File: src/design/i8c_pkg.sv
// i8c_pkg: shared types and constants for the int8 conv2d requant engine.
// No dependencies; imported by every module of the block and by its checker.
package i8c_pkg;

  // command opcodes
  localparam logic [1:0] OP_WR_ACT  = 2'd0;
  localparam logic [1:0] OP_WR_WGT  = 2'd1;
  localparam logic [1:0] OP_COMPUTE = 2'd2;

  // register indexes (byte address = 4 * index)
  localparam logic [2:0] REG_HEIGHT     = 3'd0;
  localparam logic [2:0] REG_WIDTH      = 3'd1;
  localparam logic [2:0] REG_CHANNELS   = 3'd2;
  localparam logic [2:0] REG_PAD        = 3'd3;
  localparam logic [2:0] REG_ZERO_POINT = 3'd4;
  localparam logic [2:0] REG_MULTIPLIER = 3'd5;
  localparam logic [2:0] REG_SHIFT      = 3'd6;

  // register reset values
  localparam logic [5:0]        RST_HEIGHT     = 6'd32;
  localparam logic [5:0]        RST_WIDTH      = 6'd32;
  localparam logic [6:0]        RST_CHANNELS   = 7'd64;
  localparam logic [1:0]        RST_PAD        = 2'd1;
  localparam logic signed [7:0] RST_ZERO_POINT = 8'sd0;
  localparam logic [30:0]       RST_MULTIPLIER = 31'd16909320;
  localparam logic [5:0]        RST_SHIFT      = 6'd31;

  // effective dimensions never exceed the 7-bit channel count register
  localparam int DIM_W = 7;

  typedef struct packed {
    logic [1:0]        opcode;
    logic [15:0]       mem_address;
    logic signed [7:0] write_value;
    logic [5:0]        out_channel;
    logic [4:0]        out_row;
    logic [4:0]        out_col;
  } cmd_t;

  typedef struct packed {
    logic signed [7:0] pixel_result;
    logic              clamped;
  } res_t;

  // per-cycle control from the sequencer to the MAC datapath
  typedef struct packed {
    logic clear;  // start of a new pixel: zero the accumulator
    logic en;     // tap lies inside the map: read and accumulate
    logic last;   // final tap of the pixel
  } tap_ctl_t;

endpackage

File: src/design/i8c_requant.sv
// i8c_requant: four-stage fixed-point requantizer (magnitude, multiply, shift, clamp).
// Uses i8c_pkg for the result type; fed by i8c_mac.
module i8c_requant (
  input  logic               clk,
  input  logic               rst,
  input  logic               sum_valid,
  input  logic signed [31:0] sum,
  input  logic [30:0]        mult,
  input  logic [5:0]         shift,
  output logic               res_valid,
  output i8c_pkg::res_t      res
);
  import i8c_pkg::*;

  logic        va;
  logic        vb;
  logic        vc;
  logic        neg_a;
  logic        neg_b;
  logic        neg_c;
  logic [31:0] mag_a;
  logic [62:0] prod_b;
  logic [62:0] q_c;
  logic        clip;
  logic [7:0]  mag8;

  always_ff @(posedge clk) begin
    if (rst) begin
      va        <= 1'b0;
      vb        <= 1'b0;
      vc        <= 1'b0;
      res_valid <= 1'b0;
    end else begin
      va        <= sum_valid;
      vb        <= va;
      vc        <= vb;
      res_valid <= vc;
    end
  end

  // truncation toward zero: work on the magnitude, restore the sign last
  assign clip = |q_c[62:7];
  assign mag8 = clip ? 8'd127 : {1'b0, q_c[6:0]};

  always_ff @(posedge clk) begin
    neg_a            <= sum[31];
    mag_a            <= sum[31] ? (32'd0 - $unsigned(sum)) : $unsigned(sum);
    neg_b            <= neg_a;
    prod_b           <= mag_a * mult;
    neg_c            <= neg_b;
    q_c              <= prod_b >> shift;
    res.pixel_result <= neg_c ? $signed(8'd0 - mag8) : $signed(mag8);
    res.clamped      <= clip;
  end

endmodule

File: config.mk
export PLATFORM = sky130hd
export DESIGN_NAME = i8c_requant
export DESIGN_NICKNAME = d
export VERILOG_FILES = /design/src/design/i8c_pkg.sv /design/src/design/i8c_requant.sv
export SDC_FILE = /design/constraint.sdc
export NUM_CORES = 2
export LEC_CHECK = 0
export ABC_CLOCK_PERIOD_IN_PS = 9170
export BUFFER_PORTS_ARGS = -buffer_cell sky130_fd_sc_hd__buf_2
export CAP_MARGIN = 20
export CORE_ASPECT_RATIO = 1.75
export CORE_MARGIN = 5
export CORE_UTILIZATION = 35
export DETAILED_ROUTE_END_ITERATION = 10
export RECOVER_POWER = 50
export SYNTH_ARGS = -nofsm -noshare
export SYNTH_HDL_FRONTEND = slang
export SYNTH_SLANG_ARGS = --single-unit
File: constraint.sdc
create_clock -name clk -period 9.17 [get_ports clk]
set_input_delay 1.3755 -clock clk [delete_from_list [all_inputs] [get_ports clk]]
set_output_delay 1.3755 -clock clk [all_outputs]
set_load 0.05 [all_outputs]
Word level (Yosys, flattened, before mapping)
Cells that the tools add are included.
W data, S select, Z words.
{"block": "classes", "addsub": 2, "mul": 1, "n_shift": 1, "muxes": 3, "reduce_logical": 1}
{"cell": "$mul A32 B31 Y63", "n": 1}
{"cell": "$shr A63 B6 Y63", "n": 1}
{"cell": "$reduce_or A56 Y1", "n": 1}
{"cell": "$sub A1 B32 Y32 const A", "n": 1}
{"cell": "$mux W31", "n": 1}
{"cell": "$mux W8", "n": 1}
{"cell": "$sub A1 B7 Y8 const A", "n": 1}
{"cell": "$mux W7", "n": 1}
{"block": "totals", "regBits": 174, "in_bits": 72, "out_inout_bits": 10, "wordCells": 21}

Depth between registers and ports, before layout
{"block": "depth", "depth_word": 4, "depth_mapped": 29, "ltp_nobuf": 27}

Least setup slack after synthesis
OpenSTA, ideal clock, no wires.
{"block": "synth_path", "path_kind": "input -> register", "start": "input port mult[8]", "end": "register prod_b[61]", "arrival_ps": 7999, "required_ps": 9064, "path_slack_ps": 1065, "path_stages": 23, "path_buffers": 2, "cell_sequence": "clkbuf_1 > and2_1 > fa_1 > fa_1 > inv_1 > fa_1 > fa_1 > fa_1 > inv_1 > fa_1 > fa_1 > fa_1 > ha_1 > clkbuf_1 > nand2_1 > o21ai_0 > o211ai_1 > nor3b_1 > o31ai_1 > a21oi_1 > o21ai_0 > or3_1 > o311ai_0"}
{"block": "synth_between", "elab_chain_cells": 1}
{"item": "from (decl)", "line": "i8c_requant.sv:8", "rtl": "input logic [30:0] mult,"}
{"item": "$mul A32 B31 Y63", "line": "i8c_requant.sv:49", "rtl": "prod_b <= mag_a * mult;"}
{"item": "to (signal assigned)", "line": "i8c_requant.sv:49"}
{"item": "to (decl)", "line": "i8c_requant.sv:22", "rtl": "logic [62:0] prod_b;"}
No other way between the ends.
A chain may end at the register's enable or synchronous reset.

Final worst setup path
{"block": "layout_path", "start": "input port mult[10]", "end": "register prod_b[61]"}
The elaborated chain is that of the path after synthesis.

==> metrics.md <==
| Metric | Value |
|---|---|
| Chip width | `266 µm` |
| Cell row count | `164` |
| Clock buffer depth | `2` |
| Layout cells sized above 1 | `6.87%` |
| Hold/Removal Path Class | `reg2reg` |
| Nets | `5611` |
| Hold path depth | `0` |
| Slew Viols, Final | `99` |
| # Post-CTS Setup Buffers | `0` |
| Via count | `30200` |
| Initial Util | `35.2%` |
| Skew-Pair Late Insertion Delay | `0.51 ns` |
| Routed vias/inst | `5.10` |
| CTS resizes | `0` |
| FF-to-FF End | `prod_b[61]` |
| CTS Root Cell | `clkbuf_16` |
| CTS H-tree depth | `4` |
| Antenna violations before repair | `7` |
| Sink Count | `174` |
| Ys async rst share | `0%` |
| Global-route wire length before repair | `190000 µm` |
| Final count of hold timing violations | `0` |
| Setup Skew | `0.0143 ns` |
| FF-to-FF path depth | `24` |
| Top cell type's share of synthesized area | `43.2%` |
| Iteration-0 DRC Markers | `1649` |
| Cell area after synthesis | `40100 µm²` |
| CP Cell Sequence | `buf_2 > buf_4 > and2_1 > fa_1 > inv_1 > fa_1 > fa_1 > fa_1 > inv_1 > fa_1 > fa_1 > fa_1 > fa_1 > ha_1 > a21oi_1 > o21ai_0 > o211ai_1 > nor3b_1 > o31ai_1 > a21oi_1 > buf_4 > o21ai_0 > or3_1 > o311ai_0` |
| Crit Path Max Fanout | `16` |
| Global placer's final weighted congestion | `0.936` |
| Vias in the first global route | `34100` |
| Fillers | `11800` |
| Final setup fails | `0` |
| Final min period | `8.72 ns` |
| TritonCTS clock tree | `done` |
| Top post-synthesis cells by area | `fa_1 (43%), dfxtp_1 (8.7%), and2_1 (8.4%)` |
| Number of library cell types mapped by synthesis | `66` |
| Top Ports | `82` |
| Area after DPL | `42400 µm²` |
| Post-synth EDFFs | `0` |
| Port-buffer cells | `81` |
| CP top delay family | `adder cells` |
| CTS Buf Count | `17` |
| Dpl cells | `5890` |
| Total track usage | `20.3%` |
| Worst path slowest cell | `o21ai_0` |
| Most Frequent Cell on Critical Path | `fa_1` |
| Design Area, Final | `43000 µm²` |
| Max Fclk | `115 MHz` |
| Startpoint type of the worst setup path | `primary input` |
| Largest area contributor in the netlist | `fa_1` |
| Post-Syn Instances | `4463` |
| Worst setup EP type | `register` |
| # DRC | `0` |
| Reg2reg setup slack | `0.92 ns` |
| ANT nets after route | `0` |
| HP Start | `neg_a` |
| Commonest non-fill, non-tap cell in the layout | `fa_1` |
| Avg Inst Size Synth | `8.99 µm²` |
| Seq/Total Area, Yosys | `8.69%` |
| Post-Layout Cell Count | `5931` |
| Die footprint | `122000 µm²` |
| Worst r2r src | `mag_a[9]` |
| FF+latch count, synth | `174` |
| Area of the multi-input gates | `32500 µm²` |
| Syn. warnings | `0` |
| Core region area | `114000 µm²` |
| Mapped Nets | `5659` |
| Hold Path Sink | `neg_b` |
| First-pass iteration count of the detailed router | `6` |
| Critical path required time | `9.57 ns` |
| Slowest stage delay, CP | `0.67 ns` |
| # hold bufs at CTS | `0` |
| Critical path class | `in2reg` |
| Final core utilization | `37.7%` |
| Failing checks | `max-capacitance violations, max-slew violations` |
| Worst-Margin Slew | `3.71 ns` |
| Max_slew headroom | `-147%` |
| Status | `finished with violations` |
| Drt wl/cell | `20.4 µm` |
| RSZ-0062 raised after global routing | `false` |
| Synth-to-Final Area Change | `7.19%` |
| DP HPWL | `100000 µm` |
| WL final | `121000 µm` |
| Largest net degree at the start of global routing | `76` |
| Sequential cell area | `3500 µm²` |
| Worst-path clk slew | `0.08 ns` |
| Chip height | `458 µm` |
| Crit path DAT | `9.12 ns` |
| Fin crit share | `95.1%` |
| Number of max-cap violations | `2` |
| Commonest non-fill, non-tap cells in the layout | `fa_1 (866), inv_1 (801), nand2_1 (678), and2_1 (533), ha_1 (258)` |
| Ys flop type | `dfxtp_1` |
| Worst Path Buf+Inv | `5` |
| Setup TNS | `0 ns` |
| Gr ovfl total | `0` |
[state kept, by name (all words and copies together) (netlist names)]
register and cells:
va 1, vb 1, vc 1, prod_b 63, res 9, q_c 63, neg_c 1, mag_a 32
res_valid 1, neg_a 1, neg_b 1
[stage by stage]
step                setup slack (ns)  hold WS [ns]
CTS                            0.454         0.334
floorplan                       1.07         0.310
detailed placement           -0.0961         0.313
finish                         0.447         0.328
global route                  0.0686         0.349
global placement              0.0420         0.315
[layout make-up]
type                            instances  area share (%)
Clock inverter                         15           0.448
Clock buffer                           17           0.990
Multi-Input combinational cell       3201            75.6
Tap cell                             1494            4.35
Sequential cell                       174            8.14
Inverter                              803            7.01
Antenna cell                            9          0.0524
Timing Repair Buffer                  218            3.42
[cells by family after synthesis]
logic type	share of synthesized area (%)
DFF	8.69
and+or+nand+nor	18.2
AOI/OAI and AO/OA	6.00
adders and majority gates	51.3
muxes	3.67
xor gates and xnor gates	1.99
buffers and inverters	10.2
[cell usage after synthesis (4+ instances only)]
cell type,instances
fa_1,866
inv_1,801
nand2_1,678
and2_1,537
clkbuf_1,266
ha_1,258
dfxtp_1,174
nor2_1,145
a21oi_1,141
o21ai_0,93
xnor2_1,68
mux2i_1,49
mux4_2,37
a21o_1,35
nand4_1,24
xor2_1,23
a211oi_1,19
o22ai_1,19
nor3_1,18
nor2b_1,17
nor4_1,16
a31oi_1,15
buf_1,14
o31ai_1,14
mux2_2,13
nand3_1,12
o21bai_1,12
o211ai_1,11
or3_1,9
and3_1,7
nor3b_1,6
o21a_1,5
o311ai_0,5
o41ai_1,5
or4_1,4
[worst max-delay path by stage]
| stage | cells after the start | from | slack [ns] | to |
|---|---|---|---|---|
| floorplan | 23 | mult[8] | 1.07 | prod_b[61] |
| global placement | 24 | mult[10] | 0.04 | prod_b[61] |
| detailed placement | 24 | mult[10] | -0.1 | prod_b[61] |
| CTS | 24 | mult[10] | 0.45 | prod_b[61] |
| global route | 24 | mult[10] | 0.07 | prod_b[61] |
| finish | 24 | mult[10] | 0.45 | prod_b[61] |
[routing by layer]
| metal | share of wire [%] | wire length, µm | vias up | GRT usage [%] |
|---|---|---|---|---|
| met4 | 6.8 | 8220 | 4 | 11.9 |
| met3 | 4.0 | 4910 | 386 | 2.57 |
| met1 | 33 | 40300 | 15500 | 20.3 |
| li1 | - | - | 13400 | - |
| met2 | 56 | 67800 | 911 | 39.3 |
| met5 | 0.022 | 27 | - | 0 |
Power is left out: the tool's default activity adds up to more than one toggle a clock period on the data nets, which glitch-free logic cannot reach.
