`config.mk`:
```
export PLATFORM = sky130hd
export DESIGN_NAME = i8c_seq
export DESIGN_NICKNAME = d
export VERILOG_FILES = /design/src/design/i8c_pkg.sv /design/src/design/i8c_seq.sv
export SDC_FILE = /design/constraint.sdc
export NUM_CORES = 1
export LEC_CHECK = 0
export CORE_ASPECT_RATIO = 0.9
export CORE_MARGIN = 2
export CORE_UTILIZATION = 66
export DETAILED_ROUTE_END_ITERATION = 12
export DONT_BUFFER_PORTS = 1
export PLACE_DENSITY_LB_ADDON = 0.05
export SYNTH_ARGS = -nofsm -noshare
export SYNTH_HDL_FRONTEND = slang
export SYNTH_SLANG_ARGS = --single-unit
```
`constraint.sdc`:
```
create_clock -name clk -period 7.44 [get_ports clk]
set_input_delay 1.488 -clock clk [delete_from_list [all_inputs] [get_ports clk]]
set_output_delay 1.488 -clock clk [all_outputs]
set_load 0.005 [all_outputs]
```
`src/design/i8c_pkg.sv`:
```
// i8c_pkg: shared types and constants for the int8 conv2d requant engine.
// No dependencies; imported by every module of the block and by its checker.
package i8c_pkg;

  // command opcodes
  localparam logic [1:0] OP_WR_ACT  = 2'd0;
  localparam logic [1:0] OP_WR_WGT  = 2'd1;
  localparam logic [1:0] OP_COMPUTE = 2'd2;

  // register indexes (byte address = 4 * index)
  localparam logic [2:0] REG_HEIGHT     = 3'd0;
  localparam logic [2:0] REG_WIDTH      = 3'd1;
  localparam logic [2:0] REG_CHANNELS   = 3'd2;
  localparam logic [2:0] REG_PAD        = 3'd3;
  localparam logic [2:0] REG_ZERO_POINT = 3'd4;
  localparam logic [2:0] REG_MULTIPLIER = 3'd5;
  localparam logic [2:0] REG_SHIFT      = 3'd6;

  // register reset values
  localparam logic [5:0]        RST_HEIGHT     = 6'd32;
  localparam logic [5:0]        RST_WIDTH      = 6'd32;
  localparam logic [6:0]        RST_CHANNELS   = 7'd64;
  localparam logic [1:0]        RST_PAD        = 2'd1;
  localparam logic signed [7:0] RST_ZERO_POINT = 8'sd0;
  localparam logic [30:0]       RST_MULTIPLIER = 31'd16909320;
  localparam logic [5:0]        RST_SHIFT      = 6'd31;

  // effective dimensions never exceed the 7-bit channel count register
  localparam int DIM_W = 7;

  typedef struct packed {
    logic [1:0]        opcode;
    logic [15:0]       mem_address;
    logic signed [7:0] write_value;
    logic [5:0]        out_channel;
    logic [4:0]        out_row;
    logic [4:0]        out_col;
  } cmd_t;

  typedef struct packed {
    logic signed [7:0] pixel_result;
    logic              clamped;
  } res_t;

  // per-cycle control from the sequencer to the MAC datapath
  typedef struct packed {
    logic clear;  // start of a new pixel: zero the accumulator
    logic en;     // tap lies inside the map: read and accumulate
    logic last;   // final tap of the pixel
  } tap_ctl_t;

endpackage

```
`src/design/i8c_seq.sv`:
```
// i8c_seq: tap sequencer and address generator for one output pixel.
// Uses i8c_pkg; drives i8c_mac with one tap per cycle.
module i8c_seq #(
  parameter int MAX_CHANNELS = 64,
  parameter int MAX_HEIGHT   = 32,
  parameter int MAX_WIDTH    = 32,
  parameter int KERNEL       = 3,
  localparam int ACT_DEPTH = MAX_CHANNELS * MAX_HEIGHT * MAX_WIDTH,
  localparam int WGT_DEPTH = MAX_CHANNELS * MAX_CHANNELS * KERNEL * KERNEL,
  localparam int ACT_AW    = (ACT_DEPTH > 1) ? $clog2(ACT_DEPTH) : 1,
  localparam int WGT_AW    = (WGT_DEPTH > 1) ? $clog2(WGT_DEPTH) : 1
) (
  input  logic                      clk,
  input  logic                      rst,
  input  logic                      start,
  input  logic [5:0]                oc_in,
  input  logic [4:0]                row_in,
  input  logic [4:0]                col_in,
  input  logic [i8c_pkg::DIM_W-1:0] h,
  input  logic [i8c_pkg::DIM_W-1:0] w,
  input  logic [i8c_pkg::DIM_W-1:0] c,
  input  logic [1:0]                pad,
  output i8c_pkg::tap_ctl_t         ctl,
  output logic [ACT_AW-1:0]         act_addr,
  output logic [WGT_AW-1:0]         wgt_addr
);
  import i8c_pkg::*;

  localparam int KW   = (KERNEL > 1) ? $clog2(KERNEL) : 1;
  localparam int RCW  = 9;
  localparam int AXW  = ((ACT_AW > 14) ? ACT_AW : 14) + 3;
  localparam int MAXW = (WGT_AW > ACT_AW) ? WGT_AW : ACT_AW;
  localparam int MA   = ((MAXW > 10) ? MAXW : 10) + 1;
  localparam int PW   = MA + DIM_W + 1;

  localparam logic [2:0] S_IDLE  = 3'd0;
  localparam logic [2:0] S_WRAP  = 3'd1;
  localparam logic [2:0] S_PLANE = 3'd2;
  localparam logic [2:0] S_WB1   = 3'd3;
  localparam logic [2:0] S_WB2   = 3'd4;
  localparam logic [2:0] S_ROW   = 3'd5;
  localparam logic [2:0] S_RUN   = 3'd6;

  logic [2:0]            state;
  logic [5:0]            oc;
  logic [4:0]            orow;
  logic [4:0]            ocol;
  logic [ACT_AW:0]       plane;
  logic [ACT_AW:0]       ch_base;
  logic signed [AXW-1:0] row_off;
  logic signed [AXW-1:0] row_off0;
  logic [WGT_AW-1:0]     wi;
  logic [DIM_W-1:0]      ic;
  logic [KW-1:0]         kr;
  logic [KW-1:0]         kc;
  logic signed [RCW-1:0] trow;
  logic signed [RCW-1:0] tcol;

  logic signed [RCW-1:0] r0;
  logic signed [RCW-1:0] c0;
  logic signed [MA-1:0]  mul_a;
  logic [DIM_W-1:0]      mul_b;
  logic signed [PW-1:0]  mul_p;
  logic                  row_ok;
  logic                  col_ok;
  logic                  kr_last;
  logic                  kc_last;
  logic                  ic_last;
  logic                  run;
  logic signed [AXW-1:0] ai_full;

  assign r0 = $signed({4'd0, orow}) - $signed({7'd0, pad});
  assign c0 = $signed({4'd0, ocol}) - $signed({7'd0, pad});

  // one small setup multiplier, shared across the setup steps
  always_comb begin
    unique case (state)
      S_PLANE: begin
        mul_a = MA'($signed({1'b0, h}));
        mul_b = w;
      end
      S_WB1: begin
        mul_a = MA'($signed({1'b0, oc}));
        mul_b = c;
      end
      S_WB2: begin
        mul_a = MA'($signed({1'b0, wi}));
        mul_b = DIM_W'(KERNEL * KERNEL);
      end
      S_ROW: begin
        mul_a = MA'(r0);
        mul_b = w;
      end
      default: begin
        mul_a = '0;
        mul_b = '0;
      end
    endcase
  end

  assign mul_p = mul_a * $signed({1'b0, mul_b});

  assign run     = (state == S_RUN);
  assign kr_last = (kr == KW'(KERNEL - 1));
  assign kc_last = (kc == KW'(KERNEL - 1));
  assign ic_last = (ic == c - 1'b1);
  assign row_ok  = (trow >= 0) && (trow < $signed({2'd0, h}));
  assign col_ok  = (tcol >= 0) && (tcol < $signed({2'd0, w}));

  assign ai_full = $signed({{(AXW - ACT_AW - 1){1'b0}}, ch_base}) + row_off + AXW'(tcol);

  assign act_addr  = ai_full[ACT_AW-1:0];
  assign wgt_addr  = wi;
  assign ctl.clear = (state == S_IDLE) && start;
  assign ctl.en    = run && row_ok && col_ok;
  assign ctl.last  = run && ic_last && kr_last && kc_last;

  always_ff @(posedge clk) begin
    if (rst) begin
      state <= S_IDLE;
    end else begin
      unique case (state)
        S_IDLE: begin
          if (start) begin
            oc    <= oc_in;
            orow  <= row_in;
            ocol  <= col_in;
            state <= S_WRAP;
          end
        end
        S_WRAP: begin
          // out_channel wraps modulo MAX_CHANNELS by repeated subtraction
          if (32'(oc) >= MAX_CHANNELS) begin
            oc <= oc - 6'(MAX_CHANNELS);
          end else begin
            state <= S_PLANE;
          end
        end
        S_PLANE: begin
          plane <= mul_p[ACT_AW:0];
          state <= S_WB1;
        end
        S_WB1: begin
          wi    <= mul_p[WGT_AW-1:0];
          state <= S_WB2;
        end
        S_WB2: begin
          wi    <= mul_p[WGT_AW-1:0];
          state <= S_ROW;
        end
        S_ROW: begin
          row_off  <= $signed(mul_p[AXW-1:0]);
          row_off0 <= $signed(mul_p[AXW-1:0]);
          ch_base  <= '0;
          ic       <= '0;
          kr       <= '0;
          kc       <= '0;
          trow     <= r0;
          tcol     <= c0;
          state    <= S_RUN;
        end
        S_RUN: begin
          // weight layout follows the loop order, so its index just counts
          wi <= wi + 1'b1;
          if (kc_last) begin
            kc   <= '0;
            tcol <= c0;
            if (kr_last) begin
              kr      <= '0;
              trow    <= r0;
              row_off <= row_off0;
              ic      <= ic + 1'b1;
              ch_base <= ch_base + plane;
              if (ic_last) begin
                state <= S_IDLE;
              end
            end else begin
              kr      <= kr + 1'b1;
              trow    <= trow + RCW'(1);
              row_off <= row_off + $signed({{(AXW - DIM_W){1'b0}}, w});
            end
          end else begin
            kc   <= kc + 1'b1;
            tcol <= tcol + RCW'(1);
          end
        end
        default: begin
          state <= S_IDLE;
        end
      endcase
    end
  end

endmodule

```
### Word-level counts from Yosys, hierarchy flattened

Cells that the tools add are included.

| storage, ports and cells | value |
|---|---|
| output and inout port bits | 35 |
| input port bits | 42 |
| logic and storage cells | 94 |
| register bits after elaboration | 136 |

| cells by class | value |
|---|---|
| $add $sub $neg | 13 |
| reduce and logical (&&, ||, !) cells | 21 |
| magnitude comparators | 4 |
| bitwise operators | 1 |
| $mul | 1 |
| muxes and demuxes | 27 |
| equality and inequality tests | 13 |

Operators with widths:

| operator | count |
|---|---|
| 17-bit one-hot mux with 4 select lines | 1 |
| 19-bit two-way mux | 2 |
| 19-bit one-hot mux with 2 select lines | 1 |
| 9-bit one-hot mux with 2 select lines | 2 |
| 17-bit two-way mux | 2 |
| 17-bit one-hot mux with 2 select lines | 1 |
| 16-bit one-hot mux with 2 select lines | 1 |
| 9-bit two-way mux | 3 |
| 3-bit one-hot mux with 7 select lines | 1 |
| 7-bit one-hot mux with 3 select lines | 1 |
| 19-bit by 8-bit adder with 19-bit output | 1 |
| 17-bit by 8-bit multiplier with 19-bit output | 1 |
| 9-bit by 2-bit adder with 9-bit output (second input constant) | 2 |
| 9-bit by 1-bit >= comparator with 1-bit output (second input constant) | 2 |
| 9-bit by 8-bit < comparator with 1-bit output | 2 |
| 17-bit adder | 1 |
| 16-bit by 1-bit adder with 16-bit output (second input constant) | 1 |
| 16-bit adder | 1 |
| 16-bit by 9-bit adder with 16-bit output | 1 |
| 7-bit two-way mux | 2 |
| 7-bit one-hot mux with 2 select lines | 1 |
| 3-bit two-way mux | 4 |
| 5-bit by 2-bit subtractor with 6-bit output | 2 |
| 3-bit equality test (second input constant) | 3 |
| other kinds (18) | 41 |

### Logic depth before layout (Yosys ltp)

Gate-level depths: netlist of run 1.

| logic depth | value |
|---|---|
| depth in word-level cells | 6 |
| gate-level depth with buffers | 24 |
| mapped depth without buffers | 24 |

### Least setup slack after synthesis of run 1

Ideal clock, no wire load.

| path | value |
|---|---|
| kind | input port to flip-flop |
| from | input pad[0] |
| to | register row_off[14], data pin |
| slack | 0.566 ns |
| setup time | 0.266 ns |
| buffers on the path | 0 |
| cell stages on the path | 22 |
| arrival time | 6.608 ns |
| required time | 7.174 ns |
| cells stage by stage | ha_1 -> inv_1 -> fa_1 -> nor3_1 -> xnor2_1 -> a21oi_1 -> a21oi_1 -> nor2_1 -> fa_1 -> fa_1 -> inv_1 -> fa_1 -> fa_1 -> inv_1 -> ha_1 -> a2111oi_0 -> o21ai_0 -> a21boi_1 -> o21bai_1 -> a21oi_1 -> xor2_1 -> o21ai_0 |

| between the ends | value |
|---|---|
| word-level cells in the longest chain between the ends | 4 |

Ends and longest elaborated chain:

| element | RTL line | text |
|---|---|---|
| from (decl) | i8c_seq.sv:22 | `input logic [1:0] pad,` |
| 5-bit by 2-bit subtractor with 6-bit output | i8c_seq.sv:72 | `assign r0 = $signed({4'd0, orow}) - $signed({7'd0, pad});` |
| 17-bit one-hot mux with 4 select lines | i8c_seq.sv:77 | `unique case (state)` |
| 17-bit by 8-bit multiplier with 19-bit output | i8c_seq.sv:101 | `assign mul_p = mul_a * $signed({1'b0, mul_b});` |
| 19-bit one-hot mux with 2 select lines | i8c_seq.sv:122 | `unique case (state)` |
| to (signal assigned) | i8c_seq.sv:152 | `row_off <= $signed(mul_p[AXW-1:0]);` |
| to (signal assigned) | i8c_seq.sv:171 | `row_off <= row_off0;` |
| to (signal assigned) | i8c_seq.sv:180 | `row_off <= row_off + $signed({{(AXW - DIM_W){1'b0}}, w});` |
| to (decl) | i8c_seq.sv:50 | `logic signed [AXW-1:0] row_off;` |

Every way passes these cells.
A chain may end at the register's enable or synchronous reset.

### Final worst setup path of run 1

| path | value |
|---|---|
| from | input pad[1] |
| to | register row_off[14], data pin |

Same word-level chain as after synthesis.

==> flow_metrics.py, run 1 <==
metrics = {
    "yosys": {
        "yosysSeqAreaShare_pct": 34.62,
        "synth_area_per_cell_um2": 9.943,
        "synth.distinct_cells": 61,
        "netlist_area_um2": 11020,
        "synth_seq_cells": 128,
        "async_flop_share_pct": 0,
        "syn_inst": 1108,
        "synth_edf_count": 125,
        "yosysWarningCount": 0,
        "ys.flop_type": "edfxtp_1",
        "syn_nets": 1315,
    },
    "power": {
        "clock_power_share_pct": 46.7,
        "seqPwrFrac_pct": 43.9,
        "switchingPower_mw": 0.4388,
        "leakagePower_nw": 5.112,
        "peakVddDrop_v": 0.0001768,
        "p_per_area_nw_per_um2": 157.0,
        "combPwrFrac_pct": 9.4,
        "swShare_pct": 23.43,
        "power.internal_mw": 1.434,
    },
    "timing": {
        "finalCriticalPeriod_ps": 6923,
        "maxSlewViolCount": 0,
        "worst_slew_pin_slew_ps": 1066,
        "slew_headroom_pct": 28.67,
        "tns_ps": 0,
        "hold_viol_final": 0,
        "finalCritPeriodShare_pct": 93.05,
        "max_freq_ghz": 0.1444,
        "setup-violations-final": 0,
        "finClkSkew_ps": 9.494,
        "rsz0062_at_grt": "false",
    },
    "clocking": {
        "htree_levels": 4,
        "worstSkewPairLatency_ps": 420,
        "cts_tree": "yes",
        "clockBufferDepth": 2,
        "cts.sinks": 128,
        "cts_buffers": 17,
        "clkTransAtPathRegs_ps": 60,
        "root_buffer": "clkbuf_16",
        "cts_hold_buf": 0,
    },
    "setup_path": {
        "arrival_ps": 7050,
        "crit_required_ps": 7570,
        "worstPathBufferInverterCount": 3,
        "cp_common_cell": "fa_1",
        "cp-start-kind": "input port",
        "crit_slowest_cell": "fa_1",
        "path_depth": 21,
        "cp-end-kind": "flip-flop",
        "cpLargestDelayFamily": "adder cells",
        "slowest_delay_ps": 540,
        "worstRegToRegCells": 23,
        "worstSetupPathType": "in -> reg",
        "cp_max_fo": 10,
        "cp_cell_sequence": "inv_1 -> ha_1 -> nor2b_1 -> and4b_1 -> a21oi_1 -> o22a_1 -> nor2_1 -> fa_1 -> fa_1 -> inv_1 -> fa_1 -> fa_1 -> inv_1 -> ha_1 -> a2111oi_0 -> o21ai_0 -> a21boi_1 -> o21bai_1 -> a21oi_1 -> xor2_1 -> o21ai_0",
    },
    "placed_design": {
        "dp_hpwl_um": 19190,
        "numPortBuffers": 0,
        "place_congestion": 0.9457,
    },
    "floorplanning": {
        "ios": 77,
        "initial_core_util_pct": 67.84,
        "die_h_um": 126.6,
        "design.core.area_um2": 16240,
        "num_rows": 44,
        "dieWidth_um": 140.2,
        "die_area_um2": 17740,
    },
    "layout": {
        "syn2layout_area_growth_pct": 8.302,
        "final_common_cell": "inv_1",
        "drive_above_1_share_pct": 7.522,
        "final_core_utilization_pct": 73.47,
        "diodes": 0,
        "nNetsFinal": 1324,
        "final_cell_mix": "inv_1 (134), edfxtp_1 (125), nor2_1 (123)",
    },
    "flow_run": {
        "maxCapViolCount": 0,
    },
    "global_route": {
        "overflow": 0,
        "grt_pass1_wl_um": 40160,
        "first_global_vias": 7595,
        "grt_max_degree": 56,
        "track_usage_pct": 29.29,
        "antenna_found_initial": 0,
    },
    "routing": {
        "wl_per_cell_um": 18.72,
        "dr_total_vias": 7955,
        "ant_nets": 0,
        "drc": 0,
        "drt_iter0_markers": 675,
        "drt_pass1_iterations": 5,
        "vias_per_cell": 5.950,
        "wl_um": 25030,
    },
    "status": {
        "outcome": "finished clean",
    },
    "hold_path": {
        "hold_depth": 1,
        "worstHoldPathType": "reg -> reg",
    },
}
synth_stat cells (all sizes together), types with 4 or more instances:
library cell	count	area, um2
a31oi	4	25.02
a211o	4	35.03
edfxtp	125	3754
nand3	21	110.1
mux2i	21	210.2
inv	134	503.0
fa	72	1441
nand2b	13	88.83
xor2	43	376.6
nor2b	23	143.9
nor3	17	85.08
nor2	124	481.7
o21ai	61	309.0
ha	93	1164
xnor2	65	569.3
nand4	4	25.02
a21boi	4	30.02
or2	18	112.6
a21o	16	120.1
clkbuf	18	67.56
and2	6	37.54
o21a	9	67.56
nand2	53	198.9
a21oi	79	402.9
buf	13	71.32
and3	16	100.1
o21bai	4	30.03
a211oi	7	52.55
timing repair:
item                       CTS  global route
setup endpoints to repair    0             4
buffers inserted             0             0
gates resized for setup      0             1
area by class of cell:
class	count	area, um2
inverter	134	503.0
timing repair buffer	21	157.7
clock inverter	14	185.2
tap	207	259.0
sequential	128	3815
fill	1152	4309
multi-input combinational	815	6583
clock buffer	18	429.2
sequential cells by signal, summed over array words and instances, names as in the netlist:
name and flops:
plane 16, trow 9, ch_base 16, kc 2
row_off 16, state 3, oc 6, row_off0 16
ocol 5, orow 5, kr 2, ic 7
wgt_addr 16, tcol 9
stage by stage:
step / total power, mW / instance area (um2) / hold WS, ps / std cells / worst slack [ps]
2_1_floorplan: 0.9616 / 11020 / 516.1 / 1108 / 565.6
3_3_place_gp: 1.004 / 11310 / 558.2 / 1305 / 148.4
3_5_place_dp: 1.008 / 11310 / 556.6 / 1305 / -6.039
4_1_cts: 1.878 / 11930 / 581.9 / 1337 / 422.9
5_1_grt: 1.932 / 11930 / 586.5 / 1337 / 15.63
6_report: 1.873 / 11930 / 579.9 / 1337 / 517.0
layer usage:
layer,GRT usage [%],up-vias,share of wire [%],wire (um)
li1,-,3804,-,-
met1,43.47,3754,44,11030
met2,44.55,364,46,11420
met3,5.323,33,8.4,2108
met4,8.853,0,1.9,473
met5,0,-,0,0
power groups by stage:
stage,registers (mW),clock network (mW),logic (mW)
after floorplan,0.826,0,0.135
after global placement,0.837,0,0.167
after detailed placement,0.837,0,0.170
after CTS,0.822,0.882,0.173
after global routing,0.825,0.912,0.195
final,0.823,0.875,0.175
logic make-up after synthesis:
family          synth area share, %
buf+inv                       5.826
flops                         34.62
fa+ha+maj                     23.65
simple gates                  13.62
compound gates                11.70
xor+xnor                      8.586
mux                           2.010
worst paths after layout:
check,from,end,slack (ps)
min,kr[0],kr[0],580
min reg2reg,kr[0],kr[0],580
max,pad[1],row_off[14],520
max reg2reg,orow[0],row_off[14],1150
No activity file was read; power rests on OpenSTA's default activity.
==> inputs of run 2 (changes only) <==
==> constraint.sdc (replaced) <==
create_clock -name clk -period 7.44 [get_ports clk]
set_input_delay 1.116 -clock clk [delete_from_list [all_inputs] [get_ports clk]]
set_output_delay 1.116 -clock clk [all_outputs]
set_load 0.005 [all_outputs]
==> run 2 against run 1 <==
Against the previous run:
- sequential cell count stayed put
- non-clock buffer count is 5 lower
- sequential share of layout area is 0.24 points higher
- fmax is 3.7% higher
- final cell count is 0.45% lower
- critical endpoint unchanged
- largest power group is now sequential cells
==> flow_metrics.py, run 2 (synthesized netlist as in run 1, its figures left out) <==
metrics = {
    "status": {
        "outcome": "finished clean",
    },
    "flow_run": {
        "maxCapViolCount": 0,
    },
    "power": {
        "power.internal_mw": 1.364,
        "p_per_area_nw_per_um2": 152.8,
        "clock_power_share_pct": 45.1,
        "seqPwrFrac_pct": 45.2,
        "peakVddDrop_v": 0.0001615,
        "switchingPower_mw": 0.4455,
        "combPwrFrac_pct": 9.7,
        "swShare_pct": 24.62,
        "leakagePower_nw": 5.065,
    },
    "placed_design": {
        "pre_cts_ws_ps": 411.4,
        "postPlaceCellArea_um2": 11280,
        "dp_hpwl_um": 19240,
        "place_congestion": 0.9454,
        "numPortBuffers": 0,
    },
    "clocking": {
        "htree_levels": 4,
        "cts.sinks": 128,
        "cts_setup_buffers": 0,
        "clockBufferDepth": 2,
        "cts_tree": "yes",
        "cts_hold_buf": 0,
        "clkTransAtPathRegs_ps": 60,
        "cts_buffers": 17,
        "cts-resized-gates": 0,
        "worstSkewPairLatency_ps": 430,
        "root_buffer": "clkbuf_16",
    },
    "floorplanning": {
        "initial_core_util_pct": 67.84,
        "ios": 77,
        "die_h_um": 126.6,
        "num_rows": 44,
        "dieWidth_um": 140.2,
        "die_area_um2": 17740,
        "design.core.area_um2": 16240,
    },
    "routing": {
        "dr_total_vias": 7911,
        "drt_pass1_iterations": 6,
        "wl_um": 24780,
        "ant_nets": 0,
        "vias_per_cell": 5.944,
        "wl_per_cell_um": 18.62,
        "drc": 0,
        "drt_iter0_markers": 674,
    },
    "setup_path": {
        "crit_end": "row_off[14]",
        "cp_max_fo": 7,
        "cp-end-kind": "flip-flop",
        "reg2reg_from": "state[2]",
        "crit_required_ps": 7580,
        "crit_path_start": "pad[1]",
        "worstRegToRegCells": 18,
        "worstSetupPathType": "in -> reg",
        "regToRegSetupSlack_ps": 1100,
        "arrival_ps": 6810,
        "cp-start-kind": "input port",
        "rr_endpoint": "row_off[14]",
    },
    "layout": {
        "nNetsFinal": 1319,
        "syn2layout_area_growth_pct": 7.507,
        "drive_above_1_share_pct": 7.117,
        "multi_input_area_um2": 6579,
        "final_area_um2": 11840,
        "regArea_um2": 3815,
        "diodes": 0,
        "final_cell_mix": "inv_1 (134), edfxtp_1 (125), nor2_1 (123)",
        "final_common_cell": "inv_1",
        "num-fill-cells": 1223,
    },
    "timing": {
        "maxSlewViolCount": 0,
        "setup-violations-final": 0,
        "fin_ws_ps": 762.6,
        "worst_slew_pin_slew_ps": 1210,
        "max_freq_ghz": 0.1498,
        "slew_headroom_pct": 18.99,
        "finalCritPeriodShare_pct": 89.75,
        "hold_viol_final": 0,
        "tns_ps": 0,
        "finalCriticalPeriod_ps": 6677,
        "finClkSkew_ps": 12.08,
        "rsz0062_at_grt": "false",
    },
    "global_route": {
        "grt_max_degree": 56,
        "grt_busiest_layer": "met2",
        "use_met2_pct": 45.82,
        "grt.met3_usage_pct": 5.889,
        "grt_pass1_wl_um": 40110,
        "use_met1_pct": 42.11,
        "first_global_vias": 7664,
        "track_usage_pct": 29.27,
        "antenna_found_initial": 0,
        "overflow": 0,
    },
    "hold_path": {
        "worstHoldPathType": "reg -> reg",
    },
}
[run 2: changes by cell type in the layout (fill, tap and decap cells not counted), sizes merged]
cell      change
buf           -5
bufinv        -2
clkinv        +1
clkinvlp      +1
inv           -1
[run 2: worst min-delay path by stage]
stage / startpoint / slack [ps] / cells after the start / endpoint
floorplan: state[0] / 520 / 2 / state[1]
global placement: kr[0] / 560 / 1 / kr[0]
detailed placement: kc[0] / 560 / 1 / kc[0]
CTS: kr[0] / 580 / 1 / kr[0]
global route: kc[0] / 600 / 1 / kc[0]
finish: kr[0] / 570 / 1 / kr[0]
[run 2: cell type report]
class | count | area share (%)
Clock buffer | 18 | 3.623
Clock inverter | 13 | 1.173
Multi-Input combinational cell | 815 | 55.55
Tap cell | 207 | 2.187
Inverter | 134 | 4.247
Timing Repair Buffer | 16 | 1.014
Sequential cell | 128 | 32.21
[run 2: power by group through the flow]
stage          clock network (mW)  registers (mW)  logic [mW]
6_report                    0.816           0.818       0.175
5_1_grt                     0.850           0.820       0.197
4_1_cts                     0.817           0.818       0.174
3_5_place_dp                    0           0.833       0.173
3_3_place_gp                    0           0.833       0.169
2_1_floorplan                   0           0.826       0.135
[run 2: per-layer routing]
metal | vias to the layer above | share of wire, %
met5 | - | 0
met4 | 0 | 1.4
met3 | 29 | 7.8
met2 | 304 | 46
met1 | 3782 | 44
li1 | 3796 | -
[run 2: stage by stage]
step | power, mW | util, % | hold WS [ps] | std cells
finish | 1.809 | 72.93 | 572.5 | 1331
CTS | 1.810 | 72.93 | 575.1 | 1331
global route | 1.867 | 72.93 | 596.0 | 1331
detailed placement | 1.006 | 69.43 | 557.2 | 1300
floorplan | 0.9616 | - | 516.1 | 1108
global placement | 1.002 | 69.43 | 555.7 | 1300
[run 2: worst max-delay path, stage by stage]
cell and delay [ps]:
inv_1 170, ha_1 270, nor2b_1 150, nor3_1 200
xnor2_1 200, a211oi_1 120, a21oi_1 400, nor2_1 140
fa_1 530, fa_1 490, inv_1 50, fa_1 500
fa_1 550, inv_1 40, ha_1 370, a2111oi_0 420
o21ai_0 200, a21boi_1 250, o21bai_1 90, a21oi_1 170
xor2_1 270, o21ai_0 130
